### src/rtl/grc_pkg.sv
// Shared constants, codes and control types for the grid ray caster.
package grc_pkg;

  // Geometry and limits.
  localparam int GRID_SIDE   = 16;
  localparam int COLUMNS     = 64;
  localparam int SCREEN_ROWS = 64;
  localparam int MAX_STEPS   = 32;

  // Derived widths.
  localparam int AW        = $clog2(GRID_SIDE);
  localparam int MW        = AW + 2;
  localparam int SW        = $clog2(MAX_STEPS + 1);
  localparam int DIV_W     = 31;
  localparam int DVS_W     = 18;
  localparam int SD_W      = 40;
  localparam int CAM_SHIFT = 15 - $clog2(COLUMNS);
  localparam int ROWS_HALF = SCREEN_ROWS / 2;

  // Fixed-point constants.
  localparam logic [DIV_W-1:0] ONE_Q30   = 31'h4000_0000;
  localparam logic [DIV_W-1:0] HGT_NUM   = DIV_W'(SCREEN_ROWS * 256);
  localparam logic [14:0]      HGT_ZERO  = 15'(SCREEN_ROWS * 4);
  localparam logic [31:0]      DELTA_SAT = 32'hFFFF_FFFF;
  localparam logic [15:0]      DIST_SAT  = 16'hFFFF;

  // Action codes of an input word.
  localparam logic ACT_WRITE = 1'b0;
  localparam logic ACT_CAST  = 1'b1;

  typedef enum logic [3:0] {
    ST_IDLE, ST_RAY1, ST_RAY2, ST_RAY3, ST_DDX, ST_DDY, ST_SIDE1, ST_SIDE2,
    ST_SIDE3, ST_WALK, ST_CHECK, ST_DDIST, ST_HGO, ST_DHGT, ST_FIN, ST_MISS
  } state_t;

  typedef enum logic [2:0] {MUL_NONE, MUL_PX, MUL_PY, MUL_FX, MUL_FY} mul_op_t;
  typedef enum logic [2:0] {ACC_NONE, ACC_RX, ACC_RY, ACC_SX, ACC_SY} acc_op_t;
  typedef enum logic [1:0] {DIV_DX, DIV_DY, DIV_DIST, DIV_HGT} div_op_t;

  typedef struct packed {
    logic    cap;
    logic    wr;
    mul_op_t mul;
    acc_op_t acc;
    logic    div_go;
    div_op_t div_op;
    logic    step;
    logic    fin;
    logic    found;
  } ctrl_cmd_t;

  typedef struct packed {
    logic div_done;
    logic in_grid;
    logic wall;
    logic steps_max;
    logic out_free;
  } ctrl_sts_t;

endpackage

### src/rtl/grid_raycast_column.sv
// Top level of the column ray caster: controller plus datapath.
//
//   channel | direction | handshake             | word
//   in_     | input     | in_valid / in_ready   | cell write or column cast
//   out_    | output    | out_valid / out_ready | one result per cast
//
// A cell write gives no result. A cast walks N grid steps (N up to 32); a hit
// needs four passes of the shared one-bit-per-cycle divider, a miss only two.
// Reset is synchronous and active low; it clears the grid valid bits at once.
// The result sits in an output register, so a new word is taken while it waits;
// a finished cast stalls only if the previous result has not been taken.
module grid_raycast_column (
  input  logic               clk,
  input  logic               rst_n,
  input  logic               in_valid,
  output logic               in_ready,
  input  logic               in_action,
  input  logic [3:0]         in_cell_x,
  input  logic [3:0]         in_cell_y,
  input  logic               in_cell_wall,
  input  logic [15:0]        in_view_x,
  input  logic [15:0]        in_view_y,
  input  logic signed [15:0] in_heading_x,
  input  logic signed [15:0] in_heading_y,
  input  logic signed [15:0] in_plane_x_in,
  input  logic signed [15:0] in_plane_y_in,
  input  logic [5:0]         in_column,
  output logic               out_valid,
  input  logic               out_ready,
  output logic [5:0]         out_column_out,
  output logic [5:0]         out_slice_top,
  output logic [5:0]         out_slice_bottom,
  output logic [15:0]        out_wall_distance,
  output logic               out_wall_side,
  output logic               out_wall_found
);
  import grc_pkg::*;

  ctrl_cmd_t cmd;
  ctrl_sts_t sts;

  // Sequencer.
  grc_ctrl u_ctrl (
    .clk       (clk),
    .rst_n     (rst_n),
    .in_valid  (in_valid),
    .in_action (in_action),
    .in_ready  (in_ready),
    .sts       (sts),
    .cmd       (cmd)
  );

  // Arithmetic, grid and result register.
  grc_dpath u_dpath (
    .clk               (clk),
    .rst_n             (rst_n),
    .cmd               (cmd),
    .sts               (sts),
    .in_cell_x         (in_cell_x),
    .in_cell_y         (in_cell_y),
    .in_cell_wall      (in_cell_wall),
    .in_view_x         (in_view_x),
    .in_view_y         (in_view_y),
    .in_heading_x      (in_heading_x),
    .in_heading_y      (in_heading_y),
    .in_plane_x_in     (in_plane_x_in),
    .in_plane_y_in     (in_plane_y_in),
    .in_column         (in_column),
    .out_ready         (out_ready),
    .out_valid         (out_valid),
    .out_column_out    (out_column_out),
    .out_slice_top     (out_slice_top),
    .out_slice_bottom  (out_slice_bottom),
    .out_wall_distance (out_wall_distance),
    .out_wall_side     (out_wall_side),
    .out_wall_found    (out_wall_found)
  );

endmodule

### src/rtl/grc_ctrl.sv
// Controller state machine that accepts cell writes and sequences one cast through the datapath.
module grc_ctrl (
  input  logic                 clk,
  input  logic                 rst_n,
  input  logic                 in_valid,
  input  logic                 in_action,
  output logic                 in_ready,
  input  grc_pkg::ctrl_sts_t   sts,
  output grc_pkg::ctrl_cmd_t   cmd
);
  import grc_pkg::*;

  state_t state_r, state_nxt;

  // State register.
  always_ff @(posedge clk) begin
    if (!rst_n) begin
      state_r <= ST_IDLE;
    end else begin
      state_r <= state_nxt;
    end
  end

  // Next state and commands.
  always_comb begin
    state_nxt  = state_r;
    in_ready   = 1'b0;
    cmd        = '0;
    cmd.mul    = MUL_NONE;
    cmd.acc    = ACC_NONE;
    cmd.div_op = DIV_DX;
    case (state_r)
      ST_IDLE: begin
        in_ready = 1'b1;
        if (in_valid) begin
          if (in_action == ACT_CAST) begin
            cmd.cap   = 1'b1;
            state_nxt = ST_RAY1;
          end else begin
            cmd.wr = 1'b1;
          end
        end
      end
      ST_RAY1: begin
        cmd.mul   = MUL_PX;
        state_nxt = ST_RAY2;
      end
      ST_RAY2: begin
        cmd.mul   = MUL_PY;
        cmd.acc   = ACC_RX;
        state_nxt = ST_RAY3;
      end
      ST_RAY3: begin
        cmd.acc    = ACC_RY;
        cmd.div_go = 1'b1;
        cmd.div_op = DIV_DX;
        state_nxt  = ST_DDX;
      end
      ST_DDX: begin
        if (sts.div_done) begin
          cmd.div_go = 1'b1;
          cmd.div_op = DIV_DY;
          state_nxt  = ST_DDY;
        end
      end
      ST_DDY: begin
        if (sts.div_done) begin
          state_nxt = ST_SIDE1;
        end
      end
      ST_SIDE1: begin
        cmd.mul   = MUL_FX;
        state_nxt = ST_SIDE2;
      end
      ST_SIDE2: begin
        cmd.mul   = MUL_FY;
        cmd.acc   = ACC_SX;
        state_nxt = ST_SIDE3;
      end
      ST_SIDE3: begin
        cmd.acc   = ACC_SY;
        state_nxt = sts.in_grid ? ST_WALK : ST_MISS;
      end
      ST_WALK: begin
        cmd.step  = 1'b1;
        state_nxt = ST_CHECK;
      end
      ST_CHECK: begin
        if (!sts.in_grid) begin
          state_nxt = ST_MISS;
        end else if (sts.wall) begin
          cmd.div_go = 1'b1;
          cmd.div_op = DIV_DIST;
          state_nxt  = ST_DDIST;
        end else if (sts.steps_max) begin
          state_nxt = ST_MISS;
        end else begin
          cmd.step = 1'b1;
        end
      end
      ST_DDIST: begin
        if (sts.div_done) begin
          state_nxt = ST_HGO;
        end
      end
      ST_HGO: begin
        cmd.div_go = 1'b1;
        cmd.div_op = DIV_HGT;
        state_nxt  = ST_DHGT;
      end
      ST_DHGT: begin
        if (sts.div_done) begin
          state_nxt = ST_FIN;
        end
      end
      ST_FIN: begin
        if (sts.out_free) begin
          cmd.fin   = 1'b1;
          cmd.found = 1'b1;
          state_nxt = ST_IDLE;
        end
      end
      ST_MISS: begin
        if (sts.out_free) begin
          cmd.fin   = 1'b1;
          state_nxt = ST_IDLE;
        end
      end
      default: begin
        state_nxt = ST_IDLE;
      end
    endcase
  end

endmodule

### src/rtl/grc_dpath.sv
// Datapath: wall grid memory, shared multiplier, shared divider, DDA walk and result register.
module grc_dpath (
  input  logic                 clk,
  input  logic                 rst_n,
  input  grc_pkg::ctrl_cmd_t   cmd,
  output grc_pkg::ctrl_sts_t   sts,
  input  logic [3:0]           in_cell_x,
  input  logic [3:0]           in_cell_y,
  input  logic                 in_cell_wall,
  input  logic [15:0]          in_view_x,
  input  logic [15:0]          in_view_y,
  input  logic signed [15:0]   in_heading_x,
  input  logic signed [15:0]   in_heading_y,
  input  logic signed [15:0]   in_plane_x_in,
  input  logic signed [15:0]   in_plane_y_in,
  input  logic [5:0]           in_column,
  input  logic                 out_ready,
  output logic                 out_valid,
  output logic [5:0]           out_column_out,
  output logic [5:0]           out_slice_top,
  output logic [5:0]           out_slice_bottom,
  output logic [15:0]          out_wall_distance,
  output logic                 out_wall_side,
  output logic                 out_wall_found
);
  import grc_pkg::*;

  localparam int NCELL = GRID_SIDE * GRID_SIDE;

  // Captured cast operands.
  logic [15:0]        vx_r, vy_r;
  logic signed [15:0] hx_r, hy_r, px_r, py_r;
  logic [5:0]         col_r;
  logic signed [16:0] cam_r;

  // Ray, deltas, side distances and walk position.
  logic signed [51:0]   prod_r;
  logic signed [17:0]   rx_r, ry_r;
  logic [31:0]          dx_r, dy_r;
  logic [SD_W-1:0]      sx_r, sy_r;
  logic signed [MW-1:0] mx_r, my_r;
  logic                 side_r;
  logic [SW-1:0]        cnt_r;
  logic [15:0]          dist_r;
  logic [14:0]          hgt_r;

  // Divider state.
  logic [DVS_W-1:0] div_rem_r, div_dvs_r;
  logic [DIV_W-1:0] div_quo_r;
  logic [4:0]       div_cnt_r;
  logic             div_busy_r, div_done_r;
  div_op_t          div_op_r;

  // Grid memory and its valid bits.
  logic             mem [NCELL];
  logic [NCELL-1:0] vld_r;
  logic             rd_mem_r, rd_vld_r;

  // Result register.
  logic       out_valid_r;
  logic [5:0] out_col_r, out_top_r, out_bot_r;
  logic [15:0] out_dist_r;
  logic       out_side_r, out_found_r;

  // Shared multiplier operands.
  logic signed [33:0] mul_a;
  logic signed [17:0] mul_b;
  logic signed [51:0] mul_p;
  logic [11:0]        fx, fy;
  logic [12:0]        fxs, fys;

  assign fx  = vx_r[11:0];
  assign fy  = vy_r[11:0];
  assign fxs = rx_r[17] ? {1'b0, fx} : 13'd4096 - {1'b0, fx};
  assign fys = ry_r[17] ? {1'b0, fy} : 13'd4096 - {1'b0, fy};

  always_comb begin
    case (cmd.mul)
      MUL_PX: begin
        mul_a = 34'(px_r);
        mul_b = 18'(cam_r);
      end
      MUL_PY: begin
        mul_a = 34'(py_r);
        mul_b = 18'(cam_r);
      end
      MUL_FX: begin
        mul_a = $signed({2'b00, dx_r});
        mul_b = $signed({5'b0, fxs});
      end
      MUL_FY: begin
        mul_a = $signed({2'b00, dy_r});
        mul_b = $signed({5'b0, fys});
      end
      default: begin
        mul_a = '0;
        mul_b = '0;
      end
    endcase
  end

  assign mul_p = mul_a * mul_b;

  // Ray component: heading plus plane term truncated toward zero.
  logic signed [51:0] prod_adj;
  logic signed [17:0] ray_t;
  logic signed [17:0] hsel;

  assign prod_adj = prod_r + (prod_r[51] ? 52'sd16383 : 52'sd0);
  assign ray_t    = prod_adj[31:14];
  assign hsel     = (cmd.acc == ACC_RX) ? 18'(hx_r) : 18'(hy_r);

  // Distance numerator on the axis that was hit.
  logic signed [MW-1:0] m_hit;
  logic signed [17:0]   r_hit;
  logic [15:0]          v_hit;
  logic signed [MW:0]   c_adj;
  logic signed [MW+12:0] num;
  logic [MW+12:0]       num_abs;
  logic [17:0]          r_abs, rx_abs, ry_abs;

  assign m_hit   = side_r ? my_r : mx_r;
  assign r_hit   = side_r ? ry_r : rx_r;
  assign v_hit   = side_r ? vy_r : vx_r;
  assign c_adj   = (MW+1)'(m_hit) + (MW+1)'(r_hit[17]);
  assign num     = $signed({c_adj, 12'b0}) - $signed((MW+13)'(v_hit));
  assign num_abs = num[MW+12] ? (MW+13)'(-num) : $unsigned(num);
  assign rx_abs  = rx_r[17] ? 18'(-rx_r) : $unsigned(rx_r);
  assign ry_abs  = ry_r[17] ? 18'(-ry_r) : $unsigned(ry_r);
  assign r_abs   = side_r ? ry_abs : rx_abs;

  // Divider operand selection at start.
  logic [DIV_W-1:0] dd_sel;
  logic [DVS_W-1:0] dv_sel;

  always_comb begin
    case (cmd.div_op)
      DIV_DX: begin
        dd_sel = ONE_Q30;
        dv_sel = rx_abs;
      end
      DIV_DY: begin
        dd_sel = ONE_Q30;
        dv_sel = ry_abs;
      end
      DIV_DIST: begin
        dd_sel = DIV_W'({num_abs[16:0], 10'b0});
        dv_sel = r_abs;
      end
      default: begin
        dd_sel = HGT_NUM;
        dv_sel = {2'b00, dist_r};
      end
    endcase
  end

  // One restoring division step.
  logic [DVS_W:0] div_trial;
  logic           div_ge;

  assign div_trial = {div_rem_r, div_quo_r[DIV_W-1]};
  assign div_ge    = div_trial >= {1'b0, div_dvs_r};

  // Divider control.
  always_ff @(posedge clk) begin
    if (!rst_n) begin
      div_busy_r <= 1'b0;
      div_done_r <= 1'b0;
    end else begin
      div_done_r <= div_busy_r && (div_cnt_r == 5'd1);
      if (cmd.div_go) begin
        div_busy_r <= 1'b1;
      end else if (div_busy_r && (div_cnt_r == 5'd1)) begin
        div_busy_r <= 1'b0;
      end
    end
  end

  // Divider datapath, one quotient bit per cycle.
  always_ff @(posedge clk) begin
    if (cmd.div_go) begin
      div_rem_r <= '0;
      div_quo_r <= dd_sel;
      div_dvs_r <= dv_sel;
      div_cnt_r <= 5'(DIV_W);
      div_op_r  <= cmd.div_op;
    end else if (div_busy_r) begin
      div_rem_r <= div_ge ? DVS_W'(div_trial - {1'b0, div_dvs_r}) : div_trial[DVS_W-1:0];
      div_quo_r <= {div_quo_r[DIV_W-2:0], div_ge};
      div_cnt_r <= div_cnt_r - 5'd1;
    end
  end

  // Walk step: advance along the axis with the smaller side distance; a tie steps along y.
  logic                 step_x;
  logic signed [MW-1:0] mx_step, my_step, mx_rd, my_rd;
  logic [2*AW-1:0]      rd_addr, wr_addr;

  assign step_x  = sx_r < sy_r;
  assign mx_step = rx_r[17] ? mx_r - MW'(1) : mx_r + MW'(1);
  assign my_step = ry_r[17] ? my_r - MW'(1) : my_r + MW'(1);
  assign mx_rd   = step_x ? mx_step : mx_r;
  assign my_rd   = step_x ? my_r : my_step;
  assign rd_addr = {my_rd[AW-1:0], mx_rd[AW-1:0]};
  assign wr_addr = {in_cell_y[AW-1:0], in_cell_x[AW-1:0]};

  // Operand capture, ray, deltas and walk registers.
  always_ff @(posedge clk) begin
    if (cmd.cap) begin
      vx_r  <= in_view_x;
      vy_r  <= in_view_y;
      hx_r  <= in_heading_x;
      hy_r  <= in_heading_y;
      px_r  <= in_plane_x_in;
      py_r  <= in_plane_y_in;
      col_r <= in_column;
      cam_r <= $signed(17'({1'b0, in_column} << CAM_SHIFT)) - 17'sd16384;
      mx_r  <= MW'(in_view_x[15:12]);
      my_r  <= MW'(in_view_y[15:12]);
      cnt_r <= '0;
      side_r <= 1'b0;
    end
    if (cmd.mul != MUL_NONE) begin
      prod_r <= mul_p;
    end
    case (cmd.acc)
      ACC_RX:  rx_r <= hsel + ray_t;
      ACC_RY:  ry_r <= hsel + ray_t;
      ACC_SX:  sx_r <= SD_W'(prod_r[44:12]);
      ACC_SY:  sy_r <= SD_W'(prod_r[44:12]);
      default: ;
    endcase
    if (div_done_r) begin
      case (div_op_r)
        DIV_DX: dx_r <= (rx_r == 18'sd0) ? DELTA_SAT : {1'b0, div_quo_r};
        DIV_DY: dy_r <= (ry_r == 18'sd0) ? DELTA_SAT : {1'b0, div_quo_r};
        DIV_DIST: begin
          if (r_hit == 18'sd0) begin
            dist_r <= DIST_SAT;
          end else if (num == '0 || (num[MW+12] != r_hit[17])) begin
            dist_r <= '0;
          end else if (div_quo_r > DIV_W'(DIST_SAT)) begin
            dist_r <= DIST_SAT;
          end else begin
            dist_r <= div_quo_r[15:0];
          end
        end
        default: hgt_r <= div_quo_r[14:0];
      endcase
    end
    if (cmd.step) begin
      cnt_r <= cnt_r + SW'(1);
      if (step_x) begin
        sx_r   <= sx_r + SD_W'(dx_r);
        mx_r   <= mx_step;
        side_r <= 1'b0;
      end else begin
        sy_r   <= sy_r + SD_W'(dy_r);
        my_r   <= my_step;
        side_r <= 1'b1;
      end
    end
  end

  // Grid memory: one write port, one registered read port.
  always_ff @(posedge clk) begin
    if (cmd.wr) begin
      mem[wr_addr] <= in_cell_wall;
    end
    if (cmd.step) begin
      rd_mem_r <= mem[rd_addr];
      rd_vld_r <= vld_r[rd_addr];
    end
  end

  // Valid bits: a cell never written reads as open floor.
  always_ff @(posedge clk) begin
    if (!rst_n) begin
      vld_r <= '0;
    end else if (cmd.wr) begin
      vld_r[wr_addr] <= 1'b1;
    end
  end

  // Slice rows from the wall height.
  logic [14:0] hgt_eff;
  logic [13:0] half;
  logic        half_big;
  logic [5:0]  top_v, bot_v;

  assign hgt_eff  = (dist_r == 16'd0) ? HGT_ZERO : hgt_r;
  assign half     = hgt_eff[14:1];
  assign half_big = half >= 14'(ROWS_HALF);
  assign top_v    = half_big ? 6'd0 : 6'(ROWS_HALF - int'(half));
  assign bot_v    = half_big ? 6'(SCREEN_ROWS - 1) : 6'(ROWS_HALF + int'(half));

  // Result register and its valid flag.
  always_ff @(posedge clk) begin
    if (!rst_n) begin
      out_valid_r <= 1'b0;
    end else if (cmd.fin) begin
      out_valid_r <= 1'b1;
    end else if (out_ready) begin
      out_valid_r <= 1'b0;
    end
  end

  always_ff @(posedge clk) begin
    if (cmd.fin) begin
      out_col_r   <= col_r;
      out_found_r <= cmd.found;
      if (cmd.found) begin
        out_top_r  <= top_v;
        out_bot_r  <= bot_v;
        out_dist_r <= dist_r;
        out_side_r <= side_r;
      end else begin
        out_top_r  <= '0;
        out_bot_r  <= '0;
        out_dist_r <= DIST_SAT;
        out_side_r <= 1'b0;
      end
    end
  end

  assign out_valid         = out_valid_r;
  assign out_column_out    = out_col_r;
  assign out_slice_top     = out_top_r;
  assign out_slice_bottom  = out_bot_r;
  assign out_wall_distance = out_dist_r;
  assign out_wall_side     = out_side_r;
  assign out_wall_found    = out_found_r;

  // Status back to the controller.
  assign sts.div_done  = div_done_r;
  assign sts.in_grid   = !mx_r[MW-1] && !my_r[MW-1] &&
                         ($unsigned(mx_r) < MW'(GRID_SIDE)) &&
                         ($unsigned(my_r) < MW'(GRID_SIDE));
  assign sts.wall      = rd_mem_r && rd_vld_r;
  assign sts.steps_max = cnt_r == SW'(MAX_STEPS);
  assign sts.out_free  = !out_valid_r || out_ready;

endmodule

### config.mk
export PLATFORM = sky130hd
export DESIGN_NAME = grid_raycast_column
export DESIGN_NICKNAME = d
export VERILOG_FILES = /design/src/rtl/grc_pkg.sv /design/src/rtl/grid_raycast_column.sv /design/src/rtl/grc_ctrl.sv /design/src/rtl/grc_dpath.sv
export SDC_FILE = /design/constraint.sdc
export NUM_CORES = 2
export LEC_CHECK = 0
export ABC_AREA = 1
export BUFFER_PORTS_ARGS = -buffer_cell sky130_fd_sc_hd__clkbuf_2
export CAP_MARGIN = 20
export CORE_ASPECT_RATIO = 0.75
export CORE_MARGIN = 1.5
export CORE_UTILIZATION = 30
export DETAILED_ROUTE_END_ITERATION = 8
export GPL_ROUTABILITY_DRIVEN = 1
export PLACE_DENSITY_LB_ADDON = 0.15
export SYNTH_ARGS = -nofsm -noshare
export SYNTH_HDL_FRONTEND = slang
export SYNTH_SLANG_ARGS = --single-unit
### constraint.sdc
create_clock -name clk -period 15.63 [get_ports clk]
set_input_delay 2.3445 -clock clk [delete_from_list [all_inputs] [get_ports clk]]
set_output_delay 2.3445 -clock clk [all_outputs]
set_load 0.1 [all_outputs]
==> results.toml <==
[sta]
finalHoldViolations = 0
setup_viol = 0
tightestPinTransition_ns = 1.13
fin_crit_sh_pct = 60.2
slew_headroom_pct = 24.7
grt_setup_unrepaired = "false"
skew_ns = 0.0492
fmax_mhz = 106
final_max_slew_viol_count = 0
finalSetupTns_ns = 0
fin_crit_ns = 9.40

[setup_path]
endpoint_kind = "flip-flop"
critPathMostFrequentCell = "inv_1"
startpoint_type = "flip-flop"
crit_arrival_ns = 9.92
required_ns = 16.15
rr_worst_depth = 31
reg2reg_slack_ns = 6.23
crit_path_max_fanout = 34
r2r-end = "u_dpath.prod_r[44]$_DFFE_PP_"
worst_path_max_delay_cell = "clkinv_1"
reg2reg_from = "u_ctrl.state_r[1]$_SDFFE_PN0P_"
critical_path_class = "reg -> reg"
max_stage_delay_ns = 0.74

[run]
maxCapViolCount = 0

[detailed_routing]
vias = 57900
wl_per_cell_um = 20.3
first_pass_iters = 6
drtIter0Drc = 5338
ant_nets = 0
drc = 0
routed_wl_um = 246000
via_per_inst = 4.78

[synthesis]
synth_enable_flop_cells = 631
yosysSeqAreaShare_pct = 37.0
yosys_warnings = 0
synth-seq-cells = 1009
async_reset_ff_share_pct = 0
postSynthCellCount = 8784
syn_area_per_cell_um2 = 8.17
synth.cell_area_mm2 = 0.0717
ys_types = 71
ys.flop_type = "edfxtp_1"

[clock_tree]
clock_latency_ns = 0.78
tritoncts = "built"
clk_pin_slew_worst_paths_ns = 0.07
h-tree-depth = 3
cts_resized = 0
post-cts-setup-buffer-count = 0
hold_buffers = 0
root_buffer = "clkbuf_16"
cts_max_path_buffers = 3
numCtsBuffers = 118
cts.sinks = 1009

[floorplan]
fp.dieArea_mm2 = 0.242
die_w_um = 568
coreArea_mm2 = 0.238
rows = 155
io_pins = 154
start_util_pct = 30.2
die_h_um = 426

[placed_design]
dp_hpwl_um = 181000
io_buffer_count = 153
postPlaceCellArea_mm2 = 0.0762
place_congestion = 0.925

[global_routing]
antenna_found_initial = 19
grt_start_max_net_pins = 121
gr-usage-all-layers_pct = 20.1
grt_pass1_vias = 56100
grt_first_pass_wirelength_um = 364000
grt_overflow = 0

[pwr]
power_density_mw_per_mm2 = 205
leakagePower_uw = 0.0351
vdd_drop_max_mv = 0.264

[layout]
nets = 9857
syn_to_final_growth_pct = 12.0
drive_above_1_share_pct = 5.85
fin_util_pct = 33.8
final_area_mm2 = 0.0803

[min_path]
hold_path_end = "u_dpath.out_column_out[5]$_DFFE_PP_"
hold_path.class = "reg -> reg"
min_path_cells = 0
holdCritStartpoint = "u_dpath.col_r[5]$_DFFE_PP_"

[run_status]
status = "finished, final reports clean"
## layout by cell type (no fill, tap or decap), drive strengths merged, types with 6 or more instances in the layout
cell type / Yosys / layout
nor3: 66 / 66
xnor2: 80 / 80
clkinvlp: 0 / 7
inv: 1669 / 1673
and3: 6 / 6
o22ai: 16 / 16
o221ai: 8 / 8
o21bai: 14 / 14
ha: 301 / 301
nand4: 33 / 33
nor2: 1346 / 1346
o211ai: 51 / 51
nand3: 538 / 538
edfxtp: 631 / 631
a21o: 11 / 11
a31oi: 48 / 48
nand2: 1757 / 1757
a21boi: 6 / 6
dfxtp: 378 / 378
a22o: 47 / 47
nor4: 19 / 19
a21oi: 280 / 280
bufinv: 0 / 18
or2: 11 / 11
o31ai: 12 / 12
clkinv: 19 / 63
buf: 98 / 108
o21ai: 360 / 360
fa: 570 / 570
clkbuf: 212 / 302
conb: 2 / 18
o21a: 18 / 18
a221oi: 10 / 10
xor2: 124 / 124
## routing by layer
| layer | vias to the layer above | GRT usage [%] | share of wire [%] |
|---|---|---|---|
| met1 | 28300 | 31.0 | 50 |
| met5 | - | 0 | 0.019 |
| li1 | 27700 | - | - |
| met3 | 227 | 3.56 | 7.3 |
| met4 | 8 | 3.71 | 1.5 |
| met2 | 1711 | 29.0 | 41 |
## cell families after synthesis
logic type | count (synthesis) | share of synthesized area (%)
AOI/OAI and AO/OA | 909 | 7.35
xor gates and xnor gates | 205 | 2.54
adders and majority gates | 871 | 21.2
buffers and inverters | 1998 | 10.6
DFF | 1009 | 37.0
muxes | 5 | 0.0698
other | 2 | 0.0105
and+or+nand+nor | 3785 | 21.3
## cell usage after synthesis (12+ instances only)
cell         n  area, um^2
nor3_1      65         325
nand2_1   1752        6580
xnor2_1     79         692
xor2_1     123        1080
clkbuf_1   212         796
fa_1       570       11400
o21bai_1    14         105
o22ai_1     15        93.8
o21ai_1     35         175
nand4_1     32         200
nor2_1    1342        5040
a21oi_1    280        1400
o21ai_0    322        1610
inv_2       18        67.6
nand3_1    527        2640
edfxtp_1   631       18900
inv_1     1651        6200
dfxtp_1    378        7570
a22o_1      47         412
o31ai_1     12        90.1
nor4_1      18         113
o211ai_1    51         383
buf_1       33         124
o21a_1      18         135
a31oi_1     48         300
ha_1       301        3770
clkinv_1    19        71.3
buf_2       57         285
## worst max-delay path, delay by kind of cell, from the launching register on
| family | cells | cell delay [ns] |
|---|---|---|
| buffers and inverters | 12 | 2.68 |
| adders and majority gates | 7 | 3.46 |
| AOI/OAI and AO/OA | 7 | 1.47 |
| xor gates and xnor gates | 1 | 0.08 |
| and+or+nand+nor | 4 | 0.95 |
| DFF | 1 | 0.40 |
## worst max path at each step
| stage | slack, ns | start | cells past startpoint | to |
|---|---|---|---|---|
| floorplan | 8.25 | u_dpath.vy_r[0]$_DFFE_PP_ | 37 | u_dpath.prod_r[40]$_DFFE_PP_ |
| finish | 6.23 | u_ctrl.state_r[1]$_SDFFE_PN0P_ | 31 | u_dpath.prod_r[44]$_DFFE_PP_ |
| CTS | 6.24 | u_ctrl.state_r[1]$_SDFFE_PN0P_ | 31 | u_dpath.prod_r[44]$_DFFE_PP_ |
| detailed placement | 6.26 | u_ctrl.state_r[1]$_SDFFE_PN0P_ | 31 | u_dpath.prod_r[44]$_DFFE_PP_ |
| global route | 5.62 | u_ctrl.state_r[1]$_SDFFE_PN0P_ | 31 | u_dpath.prod_r[44]$_DFFE_PP_ |
| global placement | 6.39 | u_ctrl.state_r[1]$_SDFFE_PN0P_ | 31 | u_dpath.prod_r[44]$_DFFE_PP_ |
## where the power goes
part / switching (uW) / internal [uW]
Clock: 1200 / 1730
Sequential: 244 / 3380
Combinational: 6730 / 3190
Total: 8170 / 8300
## flip-flops by register name, summed over array words and instances (netlist names), 18 cells and up
signal and count:
u_dpath.sx_r 40, u_dpath.dx_r 32, u_dpath.sy_r 40, u_dpath.dy_r 32
u_dpath.vld_r 256, u_dpath.ry_r 18, u_dpath.div_rem_r 18, u_dpath.prod_r 46
u_dpath.mem 256, u_dpath.div_dvs_r 18, u_dpath.rx_r 18, u_dpath.div_quo_r 31
## per-stage QoR
step	worst slack (ns)	cells	total power (uW)	hold slack (ns)
6_report	6.23	12100	16500	0.421
3_3_place_gp	6.39	11900	13600	0.401
3_5_place_dp	6.26	11900	13600	0.411
2_1_floorplan	8.25	8800	10200	0.400
4_1_cts	6.24	12100	16600	0.420
5_1_grt	5.62	12100	17900	0.440
## layout make-up
class	count	area [um^2]
fill	25200	157000
multi-input combinational	5793	37800
sequential	1009	26500
inverter	1688	6340
tap	3140	3930
clock buffer	150	3160
timing repair buffer	260	1630
clock inverter	73	900
antenna	2	5.00
Note: power is estimated with default switching activity, not from simulation.
